--- src/rtl/core/evad_pkg.sv ---
// ----------------------------------------------------------------------------
// evad_pkg: shared definitions for the energy voice activity detector
// Holds the field widths, the status codes and the register indexes.
// ----------------------------------------------------------------------------
package evad_pkg;

  localparam int unsigned SampleW    = 16;
  localparam int unsigned ThreshW    = 16;
  localparam int unsigned SilenceW   = 10;
  localparam int unsigned UttW       = 20;
  localparam int unsigned StatusW    = 3;
  localparam int unsigned AppendedW  = 11;
  localparam int unsigned FrameSumW  = 26;
  localparam int unsigned FrameCntW  = 11;
  localparam int unsigned CfgIdxW    = 3;
  localparam int unsigned CfgDataW   = 20;
  localparam int unsigned LoudRunW   = 2;

  // Per-frame status reported with every result.
  typedef enum logic [StatusW-1:0] {
    ST_IDLE        = 3'd0,
    ST_STARTED     = 3'd1,
    ST_CAPTURING   = 3'd2,
    ST_END_ACCEPT  = 3'd3,
    ST_END_SHORT   = 3'd4
  } status_e;

  // Configuration register indexes.
  typedef enum logic [CfgIdxW-1:0] {
    REG_START_TH   = 3'd0,
    REG_END_TH     = 3'd1,
    REG_SILENCE    = 3'd2,
    REG_MAX_UTT    = 3'd3,
    REG_MIN_UTT    = 3'd4
  } reg_idx_e;

  localparam logic [ThreshW-1:0]  StartThReset = 16'd1200;
  localparam logic [ThreshW-1:0]  EndThReset   = 16'd600;
  localparam logic [SilenceW-1:0] SilenceReset = 10'd40;
  localparam logic [UttW-1:0]     MaxUttReset  = 20'd160000;
  localparam logic [UttW-1:0]     MinUttReset  = 20'd4800;

endpackage

--- src/rtl/core/energy_voice_activity_detector_top.sv ---
// ----------------------------------------------------------------------------
// energy_voice_activity_detector_top
// Frames PCM samples, tests each frame's mean level against two thresholds
// and tracks the start, growth and end of an utterance.
// ----------------------------------------------------------------------------
//  Channel   Direction  Handshake                 Payload
//  in        sink       in_valid_i / in_stall_o   sample_i, last_in_frame_i
//  out       source     out_valid_o / out_stall_i status_o .. frame_count_o
//  cfg       sink       cfg_we_i                  cfg_idx_i, cfg_data_i
//
//  A frame end goes through two register stages: the first latches the
//  frame sum, count and threshold products (one 16 x 11 bit multiply each),
//  the second runs the decision logic and loads the result register. Every
//  sample waits while both stages hold a frame and the result is stalled;
//  otherwise a sample is taken every cycle.
//  Reset clears all control state and loads the default register values.
// ----------------------------------------------------------------------------
module energy_voice_activity_detector_top #(
  parameter int unsigned MAX_FRAME_SAMPLES   = 1024,
  parameter int unsigned START_FRAMES_NEEDED = 2
) (
  input  logic                                clk_i,
  input  logic                                rst_ni,
  input  logic                                in_valid_i,
  output logic                                in_stall_o,
  input  logic signed [evad_pkg::SampleW-1:0] sample_i,
  input  logic                                last_in_frame_i,
  output logic                                out_valid_o,
  input  logic                                out_stall_i,
  output logic [evad_pkg::StatusW-1:0]        status_o,
  output logic [evad_pkg::AppendedW-1:0]      appended_samples_o,
  output logic [evad_pkg::UttW-1:0]           utterance_length_o,
  output logic                                ended_by_max_o,
  output logic [evad_pkg::FrameSumW-1:0]      frame_abs_sum_o,
  output logic [evad_pkg::FrameCntW-1:0]      frame_count_o,
  input  logic                                cfg_we_i,
  input  logic [evad_pkg::CfgIdxW-1:0]        cfg_idx_i,
  input  logic [evad_pkg::CfgDataW-1:0]       cfg_data_i
);
  import evad_pkg::*;

  localparam int unsigned CntW  = $clog2(MAX_FRAME_SAMPLES + 1);
  localparam int unsigned SumW  = $clog2(MAX_FRAME_SAMPLES * 32768 + 1);
  localparam int unsigned ProdW = ThreshW + CntW;
  localparam int unsigned MagW  = SampleW + 1;

  // Configuration registers.
  logic [ThreshW-1:0]  start_th_q, end_th_q;
  logic [SilenceW-1:0] silence_q;
  logic [UttW-1:0]     max_utt_q, min_utt_q;

  always_ff @(posedge clk_i or negedge rst_ni) begin
    if (!rst_ni) begin
      start_th_q <= StartThReset;
      end_th_q   <= EndThReset;
      silence_q  <= SilenceReset;
      max_utt_q  <= MaxUttReset;
      min_utt_q  <= MinUttReset;
    end else if (cfg_we_i) begin
      unique case (cfg_idx_i)
        REG_START_TH: start_th_q <= cfg_data_i[ThreshW-1:0];
        REG_END_TH:   end_th_q   <= cfg_data_i[ThreshW-1:0];
        REG_SILENCE:  silence_q  <= cfg_data_i[SilenceW-1:0];
        REG_MAX_UTT:  max_utt_q  <= cfg_data_i[UttW-1:0];
        REG_MIN_UTT:  min_utt_q  <= cfg_data_i[UttW-1:0];
        default: ;
      endcase
    end
  end

  // Handshake and pipeline advance.
  logic s1_valid_q, s1_valid_d;
  logic out_valid_q, out_valid_d;
  logic out_adv, in_acc, fire;

  assign out_adv    = !out_valid_q || !out_stall_i;
  assign in_stall_o = s1_valid_q && !out_adv;
  assign in_acc     = in_valid_i && !in_stall_o;
  assign fire       = s1_valid_q && out_adv;

  // Frame accumulation.
  logic [MagW-1:0] mag, sample_ext;
  logic [SumW-1:0] acc_q, acc_d, sum_inc;
  logic [CntW-1:0] cnt_q, cnt_d, cnt_inc;
  logic            frame_end;

  assign sample_ext = {1'b0, sample_i};
  // The most negative sample folds to 32768, which needs the extra bit.
  assign mag     = sample_i[SampleW-1] ? MagW'(17'h10000 - sample_ext) : sample_ext;
  assign sum_inc = acc_q + SumW'(mag);
  assign cnt_inc = cnt_q + CntW'(1);
  assign frame_end = in_acc && (last_in_frame_i || (cnt_inc >= CntW'(MAX_FRAME_SAMPLES)));

  always_comb begin
    acc_d = acc_q;
    cnt_d = cnt_q;
    if (in_acc) begin
      acc_d = frame_end ? '0 : sum_inc;
      cnt_d = frame_end ? '0 : cnt_inc;
    end
  end

  always_ff @(posedge clk_i or negedge rst_ni) begin
    if (!rst_ni) begin
      acc_q       <= '0;
      cnt_q       <= '0;
      s1_valid_q  <= 1'b0;
      out_valid_q <= 1'b0;
    end else begin
      acc_q       <= acc_d;
      cnt_q       <= cnt_d;
      s1_valid_q  <= s1_valid_d;
      out_valid_q <= out_valid_d;
    end
  end

  assign s1_valid_d  = frame_end ? 1'b1 : (out_adv ? 1'b0 : s1_valid_q);
  assign out_valid_d = out_adv ? s1_valid_q : out_valid_q;

  // First stage: frame totals and threshold products.
  logic [SumW-1:0]  s1_sum_q;
  logic [CntW-1:0]  s1_cnt_q;
  logic [ProdW-1:0] s1_sprod_q, s1_eprod_q;

  always_ff @(posedge clk_i) begin
    if (frame_end) begin
      s1_sum_q   <= sum_inc;
      s1_cnt_q   <= cnt_inc;
      s1_sprod_q <= ProdW'(start_th_q) * ProdW'(cnt_inc);
      s1_eprod_q <= ProdW'(end_th_q) * ProdW'(cnt_inc);
    end
  end

  // Second stage: utterance decisions.
  logic                capt_q, capt_d;
  logic [LoudRunW-1:0] loud_q, loud_d, loud_n;
  logic [UttW-1:0]     utt_q, utt_d;
  logic [SilenceW-1:0] qrun_q, qrun_d;

  logic                loud, quiet, starting, cap_now, hit_max, hit_quiet;
  logic [UttW-1:0]     utt_base, room, appended, utt_new;
  logic [SilenceW-1:0] qrun_base, qrun_new, need;
  status_e             status_d;
  logic                by_max_d;
  logic [UttW-1:0]     length_d;

  always_comb begin
    loud      = ProdW'(s1_sum_q) >= s1_sprod_q;
    quiet     = ProdW'(s1_sum_q) < s1_eprod_q;
    loud_n    = loud_q;
    starting  = 1'b0;
    utt_base  = utt_q;
    qrun_base = qrun_q;
    status_d  = ST_IDLE;
    if (!capt_q) begin
      if (loud) begin
        loud_n = (loud_q == '1) ? loud_q : loud_q + LoudRunW'(1);
      end else begin
        loud_n = '0;
      end
      starting  = loud_n >= LoudRunW'(START_FRAMES_NEEDED);
      utt_base  = '0;
      qrun_base = '0;
      status_d  = starting ? ST_STARTED : ST_IDLE;
    end else begin
      status_d = ST_CAPTURING;
    end
    cap_now = capt_q || starting;

    room     = (utt_base < max_utt_q) ? UttW'(max_utt_q - utt_base) : '0;
    appended = (UttW'(s1_cnt_q) < room) ? UttW'(s1_cnt_q) : room;
    utt_new  = utt_base + appended;
    if (quiet) begin
      qrun_new = (qrun_base == '1) ? qrun_base : qrun_base + SilenceW'(1);
    end else begin
      qrun_new = '0;
    end
    // A zero silence setting behaves as one quiet frame.
    need      = (silence_q == '0) ? SilenceW'(1) : silence_q;
    hit_max   = utt_new >= max_utt_q;
    hit_quiet = qrun_new >= need;

    capt_d   = capt_q;
    loud_d   = loud_n;
    utt_d    = utt_q;
    qrun_d   = qrun_q;
    by_max_d = 1'b0;
    length_d = '0;
    if (!cap_now) begin
      appended = '0;
    end else begin
      length_d = utt_new;
      if (hit_max || hit_quiet) begin
        by_max_d = hit_max;
        status_d = (utt_new >= min_utt_q) ? ST_END_ACCEPT : ST_END_SHORT;
        capt_d   = 1'b0;
        loud_d   = '0;
        utt_d    = '0;
        qrun_d   = '0;
      end else begin
        capt_d = 1'b1;
        utt_d  = utt_new;
        qrun_d = qrun_new;
      end
    end
  end

  always_ff @(posedge clk_i or negedge rst_ni) begin
    if (!rst_ni) begin
      capt_q <= 1'b0;
      loud_q <= '0;
      utt_q  <= '0;
      qrun_q <= '0;
    end else if (fire) begin
      capt_q <= capt_d;
      loud_q <= loud_d;
      utt_q  <= utt_d;
      qrun_q <= qrun_d;
    end
  end

  // Result register.
  status_e                out_status_q;
  logic [AppendedW-1:0]   out_app_q;
  logic [UttW-1:0]        out_len_q;
  logic                   out_by_max_q;
  logic [FrameSumW-1:0]   out_sum_q;
  logic [FrameCntW-1:0]   out_cnt_q;

  always_ff @(posedge clk_i) begin
    if (fire) begin
      out_status_q <= status_d;
      out_app_q    <= AppendedW'(appended);
      out_len_q    <= length_d;
      out_by_max_q <= by_max_d;
      out_sum_q    <= FrameSumW'(s1_sum_q);
      out_cnt_q    <= FrameCntW'(s1_cnt_q);
    end
  end

  assign out_valid_o        = out_valid_q;
  assign status_o           = out_status_q;
  assign appended_samples_o = out_app_q;
  assign utterance_length_o = out_len_q;
  assign ended_by_max_o     = out_by_max_q;
  assign frame_abs_sum_o    = out_sum_q;
  assign frame_count_o      = out_cnt_q;

  // Assertions.
  a_no_end_no_max: assert property (@(posedge clk_i) disable iff (!rst_ni)
    out_valid_o && (status_o == ST_IDLE || status_o == ST_STARTED ||
                    status_o == ST_CAPTURING) |-> !ended_by_max_o)
    else $error("ended_by_max set without an end status");

  a_idle_zero: assert property (@(posedge clk_i) disable iff (!rst_ni)
    out_valid_o && status_o == ST_IDLE |-> appended_samples_o == '0 &&
                                            utterance_length_o == '0)
    else $error("idle frame reports utterance data");

  a_idle_state_clear: assert property (@(posedge clk_i) disable iff (!rst_ni)
    !capt_q |-> utt_q == '0 && qrun_q == '0)
    else $error("utterance state left over while idle");

  a_idle_loud_run: assert property (@(posedge clk_i) disable iff (!rst_ni)
    !capt_q |-> loud_q < LoudRunW'(START_FRAMES_NEEDED))
    else $error("loud run reached start count without capture");

  a_fire_loads_out: assert property (@(posedge clk_i) disable iff (!rst_ni)
    fire |=> out_valid_q)
    else $error("frame decision lost before the result register");

endmodule

--- config.mk ---
export PLATFORM = sky130hd
export DESIGN_NAME = energy_voice_activity_detector_top
export DESIGN_NICKNAME = d
export VERILOG_FILES = /design/src/rtl/core/evad_pkg.sv /design/src/rtl/core/energy_voice_activity_detector_top.sv
export SDC_FILE = /design/constraint.sdc
export NUM_CORES = 1
export LEC_CHECK = 0
export BUFFER_PORTS_ARGS = -buffer_cell sky130_fd_sc_hd__buf_2
export CORE_MARGIN = 1.5
export CORE_UTILIZATION = 44
export DETAILED_ROUTE_END_ITERATION = 6
export GPL_ROUTABILITY_DRIVEN = 0
export MAX_ROUTING_LAYER = met4
export PLACE_DENSITY = 0.72
export SYNTH_ARGS = -nofsm -noshare
export SYNTH_HDL_FRONTEND = slang
export SYNTH_SLANG_ARGS = --single-unit
--- constraint.sdc ---
create_clock -name clk_i -period 19.9 [get_ports clk_i]
set_clock_uncertainty 0.1 [all_clocks]
set_input_delay 3.98 -clock clk_i [delete_from_list [all_inputs] [get_ports clk_i]]
set_output_delay 3.98 -clock clk_i [all_outputs]
set_load 0.02 [all_outputs]
Yosys cells after proc, flatten, opt, wreduce, memory -nomap -nowiden
Cells that the tools add are included.

Register bits after elaboration: 317. Output and inout bits: 74.

Add/sub/neg operators: 7. Multiply operators: 2. Magnitude comparators: 9. Equal/unequal tests: 6. Mux-type cells: 27. Reduce and logical (&&, ||, !) cells: 22.

Operator list (number): $mux 20 (4); $mul 16x11->27 (2); $mux 10 (5); $ge 20x20->1 (2); $ge 26x27->1 (1); $lt 26x27->1 (1); $add 26x17->26 (1); $mux 26 (1); $add 20x20->20 (1); $lt 11x20->1 (1); $lt 20x20->1 (1); $sub 20x20->20 (1); $mux 17 (1); $sub 17x16->17 const A (1); $mux 2 (7); $reduce_and 2->1 (7); $add 11x1->11 const B (1); $ge 11x11->1 const B (1); $mux 11 (1); $add 10x1->10 const B (1); $eq 10x10->1 const B (1); $ge 10x10->1 (1); $logic_not 10->1 (1); $mux 3 (3); other kinds (12) (26).

Longest topological paths before layout
Word-level depth: 10. Mapped depth: 46. Mapped depth without buffers: 41.

Worst setup path after synthesis
Ideal clock, no wire load.

Path kind: input to register. Start: in out_stall_i. End: reg s1_cnt_q[0], enable pin. Setup time: 542 ps. Data arrival time: 8507 ps. Data required time: 19258 ps. Slack: 10751 ps. Stages: 5. Path through: nand3_1 > nand2_1 > clkbuf_1 > clkbuf_1 > nor2_1.

Word-level cells in the longest chain between the ends: 7.

RTL lines: start: declaration (RTL line energy_voice_activity_detector_top.sv:29) `input logic out_stall_i,`; $logic_not 1->1 (RTL line energy_voice_activity_detector_top.sv:76) `assign out_adv = !out_valid_q || !out_stall_i;`; $logic_or 1x1->1 (RTL line energy_voice_activity_detector_top.sv:76); $logic_not 1->1 (RTL line energy_voice_activity_detector_top.sv:77) `assign in_stall_o = s1_valid_q && !out_adv;`; $logic_and 1x1->1 (RTL line energy_voice_activity_detector_top.sv:77); $logic_not 1->1 (RTL line energy_voice_activity_detector_top.sv:78) `assign in_acc = in_valid_i && !in_stall_o;`; $logic_and 1x1->1 (RTL line energy_voice_activity_detector_top.sv:78); $logic_and 1x1->1 (RTL line energy_voice_activity_detector_top.sv:92) `assign frame_end = in_acc && (last_in_frame_i || (cnt_inc >= CntW'(MAX_FRAME_SAMPLES)));`; named net frame_end (RTL line energy_voice_activity_detector_top.sv:85) `logic frame_end;`; end signal: assignment (RTL line energy_voice_activity_detector_top.sv:128) `s1_cnt_q <= cnt_inc;`; end: declaration (RTL line energy_voice_activity_detector_top.sv:122) `logic [CntW-1:0] s1_cnt_q;`.

The timed path passes the listed nets, and every way through them passes these cells. A chain may end at the register's enable or synchronous reset.

Worst setup path after layout
Start: reg capt_q. End: reg qrun_q[0].

Word-level cells in the longest chain between the ends: 9. Elaborated cells on any way between the ends: 19. Classes of those cells: add/sub (3); order compare (4); eq/ne (1); mux (8); reduce/logical (3).

RTL lines: start: declaration (RTL line energy_voice_activity_detector_top.sv:135) `logic capt_q, capt_d;`; start signal: assignment (RTL line energy_voice_activity_detector_top.sv:215) `capt_q <= capt_d;`; $mux 20 * (RTL line energy_voice_activity_detector_top.sv:155) `if (!capt_q) begin`; $sub 20x20->20 / $lt 20x20->1 (equally long branches) (RTL line energy_voice_activity_detector_top.sv:170) `room = (utt_base < max_utt_q) ? UttW'(max_utt_q - utt_base) : '0;`; $mux 20 (RTL line energy_voice_activity_detector_top.sv:170); $lt 11x20->1 (RTL line energy_voice_activity_detector_top.sv:171) `appended = (UttW'(s1_cnt_q) < room) ? UttW'(s1_cnt_q) : room;`; $mux 20 (RTL line energy_voice_activity_detector_top.sv:171); $add 20x20->20 * (RTL line energy_voice_activity_detector_top.sv:172) `utt_new = utt_base + appended;`; named net utt_new[18] (RTL line energy_voice_activity_detector_top.sv:141) `logic [UttW-1:0] utt_base, room, appended, utt_new;`; $ge 20x20->1 * (RTL line energy_voice_activity_detector_top.sv:180) `hit_max = utt_new >= max_utt_q;`; $logic_or 1x1->1 * (RTL line energy_voice_activity_detector_top.sv:193) `if (hit_max || hit_quiet) begin`; $mux 10 * (RTL line energy_voice_activity_detector_top.sv:193); end signal: assignment (RTL line energy_voice_activity_detector_top.sv:218) `qrun_q <= qrun_d;`; end: declaration (RTL line energy_voice_activity_detector_top.sv:138) `logic [SilenceW-1:0] qrun_q, qrun_d;`.

Mark *: on every way through the listed nets, which the timed path passes. The rest lies on a longest branch.

==> results_dict.tcl <==
set metrics [dict create \
    core_um2 64500 \
    p_per_area_nw_per_um2 95.1 \
    synth.distinct_cells 78 \
    design.die.area_um2 66900 \
    root_buffer "clkbuf_16" \
    grt_pass1_vias 21300 \
    layout_commonest_cell "nand2_1" \
    critPathTopFamily "compound AO/OA/AOI/OAI gates" \
    placed_area_um2 30300 \
    insertion_delay_ns 0.56 \
    drive_gt1_frac 0.102 \
    tritoncts "built" \
    power_mw 3.00 \
    drcViolationCount 0 \
    antenna_found_initial 1 \
    rsz0062_at_grt "false" \
    finalMaxSlewViolations 0 \
    critical_path_class "reg -> reg" \
    seqPwrFrac 0.330 \
    tightest_slew_ns 1.20 \
    grt_max_degree 104 \
    dr_total_vias 21500 \
    comb_power_share 0.432 \
    p_int_mw 1.81 \
    routed_via_density 5.48 \
    wl_per_cell_um 18.2 \
    hold_viol_final 0 \
    hold_path_class "reg -> reg" \
    yosysWarningCount 0 \
    fin_area_um2 31600 \
    crit_path_max_incr_delay_ns 0.75 \
    p_sw_frac 0.399 \
    dr.pass1.iters 6 \
    clock_path_buffers 3 \
    final_cell_mix "nand2_1 (426), inv_1 (401), ha_1 (301)" \
    synth_edf_count 163 \
    cts.sinks 317 \
    finalWirelength_um 71100 \
    p_switching_mw 1.20 \
    synth-main-ff-cell "edfxtp_1" \
    worst-endpoint-required_ns 20.27 \
    fmax_mhz 96.9 \
    vdd_drop_max_v 0.0000531 \
    status "complete, no violations" \
    initial_core_util 0.446 \
    dp_hpwl_um 52900 \
    critPathSlowestCell "or3_1" \
    post_cts_buffers 0 \
    yosys_register_bits 317 \
    syn2layout_area_growth_pct 9.85 \
    crit_path_frequent_cell "ha_1" \
    diodes 0 \
    cts_hold_buf 0 \
    die_x_um 259 \
    yosysSeqAreaShare 0.305 \
    startpoint_type "flop" \
    setup_violations 0 \
    max_cap_viol_count 0 \
    synth_async_sr_flop_share 0.486 \
    syn_area_um2 28800 \
    worstPathMaxFanout 39 \
    antenna_left 0 \
    grt.overflow.total 0 \
    first_iter_violations 1526 \
    htree_num_levels 2 \
    nets 3636 \
    ios 119 \
    port_buffers 118 \
    syn_inst 2958 \
    fp-row-count 93 \
    end_kind "flop" \
    timing.final.crit_share 0.519 \
    cts_resized 0 \
    max-slew-margin-rel 0.199 \
    grtUsageTotal 0.222 \
    grt_pass1_wl_um 115000 \
    fin_crit_ns 10.32 \
    cellLeakagePower_nw 15.2 \
    crit_buf_inv 4 \
    clk_pin_slew_ns 0.06 \
    clkPwrFrac 0.238 \
    tns_ns 0 \
    cp.arrival_ns 10.69 \
    avgSynthCellArea_um2 9.72 \
    cts_buffers 36 \
    die_h_um 259 \
]
-- cells by family (layout without fill, tap and decap cells) --
logic type | after synthesis | after routing | share of synthesized area
simple gates | 910 | 910 | 0.149
fa+ha+maj | 554 | 554 | 0.307
buf+inv | 513 | 610 | 0.0673
compound gates | 474 | 474 | 0.107
flops | 317 | 317 | 0.305
xor+xnor | 119 | 119 | 0.0363
mux | 70 | 70 | 0.0282
other cells | 1 | 9 | 0.000130
-- synthesized netlist by cell type, types with 5 or more instances --
cell / n / area, um2
a41oi_1: 6 / 52.6
a32o_1: 5 / 50.1
a211o_1: 7 / 61.3
or3_1: 14 / 87.6
o21a_1: 32 / 240
mux2i_2: 10 / 138
nand2b_1: 26 / 163
and3_1: 12 / 75.1
o21ai_1: 27 / 135
dfrtp_1: 135 / 3380
fa_1: 253 / 5060
a211oi_1: 13 / 97.6
edfxtp_1: 163 / 4890
and2_1: 136 / 851
clkbuf_1: 104 / 390
a21oi_1: 106 / 531
o31ai_1: 27 / 203
nand2_1: 426 / 1600
nor3_1: 33 / 165
a22o_1: 15 / 131
or4_1: 7 / 52.6
nor2b_1: 46 / 288
o211ai_1: 11 / 82.6
inv_1: 402 / 1510
a31oi_1: 13 / 81.3
xnor2_1: 82 / 718
a41o_1: 6 / 60.1
nand4_1: 18 / 113
o21ai_0: 102 / 510
a21o_1: 48 / 360
xor2_1: 37 / 324
dfstp_2: 19 / 499
nor4_1: 8 / 50.1
o21bai_1: 9 / 67.6
ha_1: 301 / 3770
o41ai_1: 6 / 52.6
nor2_1: 122 / 458
mux2_2: 56 / 631
nand3_1: 42 / 210
-- worst min-delay path: stages (launching register included) --
cell	delay (ns)
dfrtp_1	0.33
nand2_1	0.05
o31ai_1	0.06
-- area by class of cell --
class | count | area (um2)
clock buffer | 43 | 978
inverter | 404 | 1520
multi-input combinational | 2136 | 18200
tap | 855 | 1070
clock inverter | 21 | 279
fill | 5866 | 32900
timing repair buffer | 142 | 777
sequential | 317 | 8770
-- state kept, by name, summed over array words and instances, names as in the netlist, 2 cells and up --
register	flops
max_utt_q	20
status_o	3
s1_sprod_q	27
appended_samples_o	11
silence_q	10
min_utt_q	20
cnt_q	11
s1_sum_q	26
s1_eprod_q	27
loud_q	2
s1_cnt_q	11
utterance_length_o	20
qrun_q	10
utt_q	20
start_th_q	16
frame_count_o	11
acc_q	26
end_th_q	16
frame_abs_sum_o	26
-- per-stage QoR --
step            util  std cells  hold WS, ns  setup WS [ns]
2_1_floorplan      -       2966        0.340          10.75
3_3_place_gp   0.470       3854        0.355          10.04
3_5_place_dp   0.470       3854        0.360           9.81
4_1_cts        0.490       3918        0.374           9.71
5_1_grt        0.490       3918        0.409           8.99
6_report       0.490       3918        0.372           9.58
-- path summary, 6_finish.rpt --
path                       startpoint     endpoint  slack [ns]  cells after the start
setup reg to reg               capt_q    qrun_q[0]        9.58                     39
max in group asynchronous      rst_ni  end_th_q[7]       14.90                      2
min in group asynchronous      rst_ni     acc_q[1]        3.49                      1
hold reg to reg              utt_q[0]     utt_q[0]        0.37                      2
setup / recovery               capt_q    qrun_q[0]        9.58                     39
hold / removal               utt_q[0]     utt_q[0]        0.37                      2
-- power by group through the flow --
stage               Clock (mW)  Sequential (mW)  Combinational, mW
global placement             0            0.999               1.25
global route             0.752             1.01               1.45
floorplan                    0            0.938              0.978
detailed placement           0            0.999               1.28
CTS                      0.729            0.989               1.29
finish                   0.715            0.992               1.30
-- layer usage --
metal  vias to the layer above  GRT usage  wire (um)
met5                         -          -          0
met4                         0     0.0903       3100
met3                       178     0.0302       4150
met2                       635      0.351      33400
met1                     10600      0.289      30400
li1                      10000          -          -
Power figures use the tool's default switching activity.
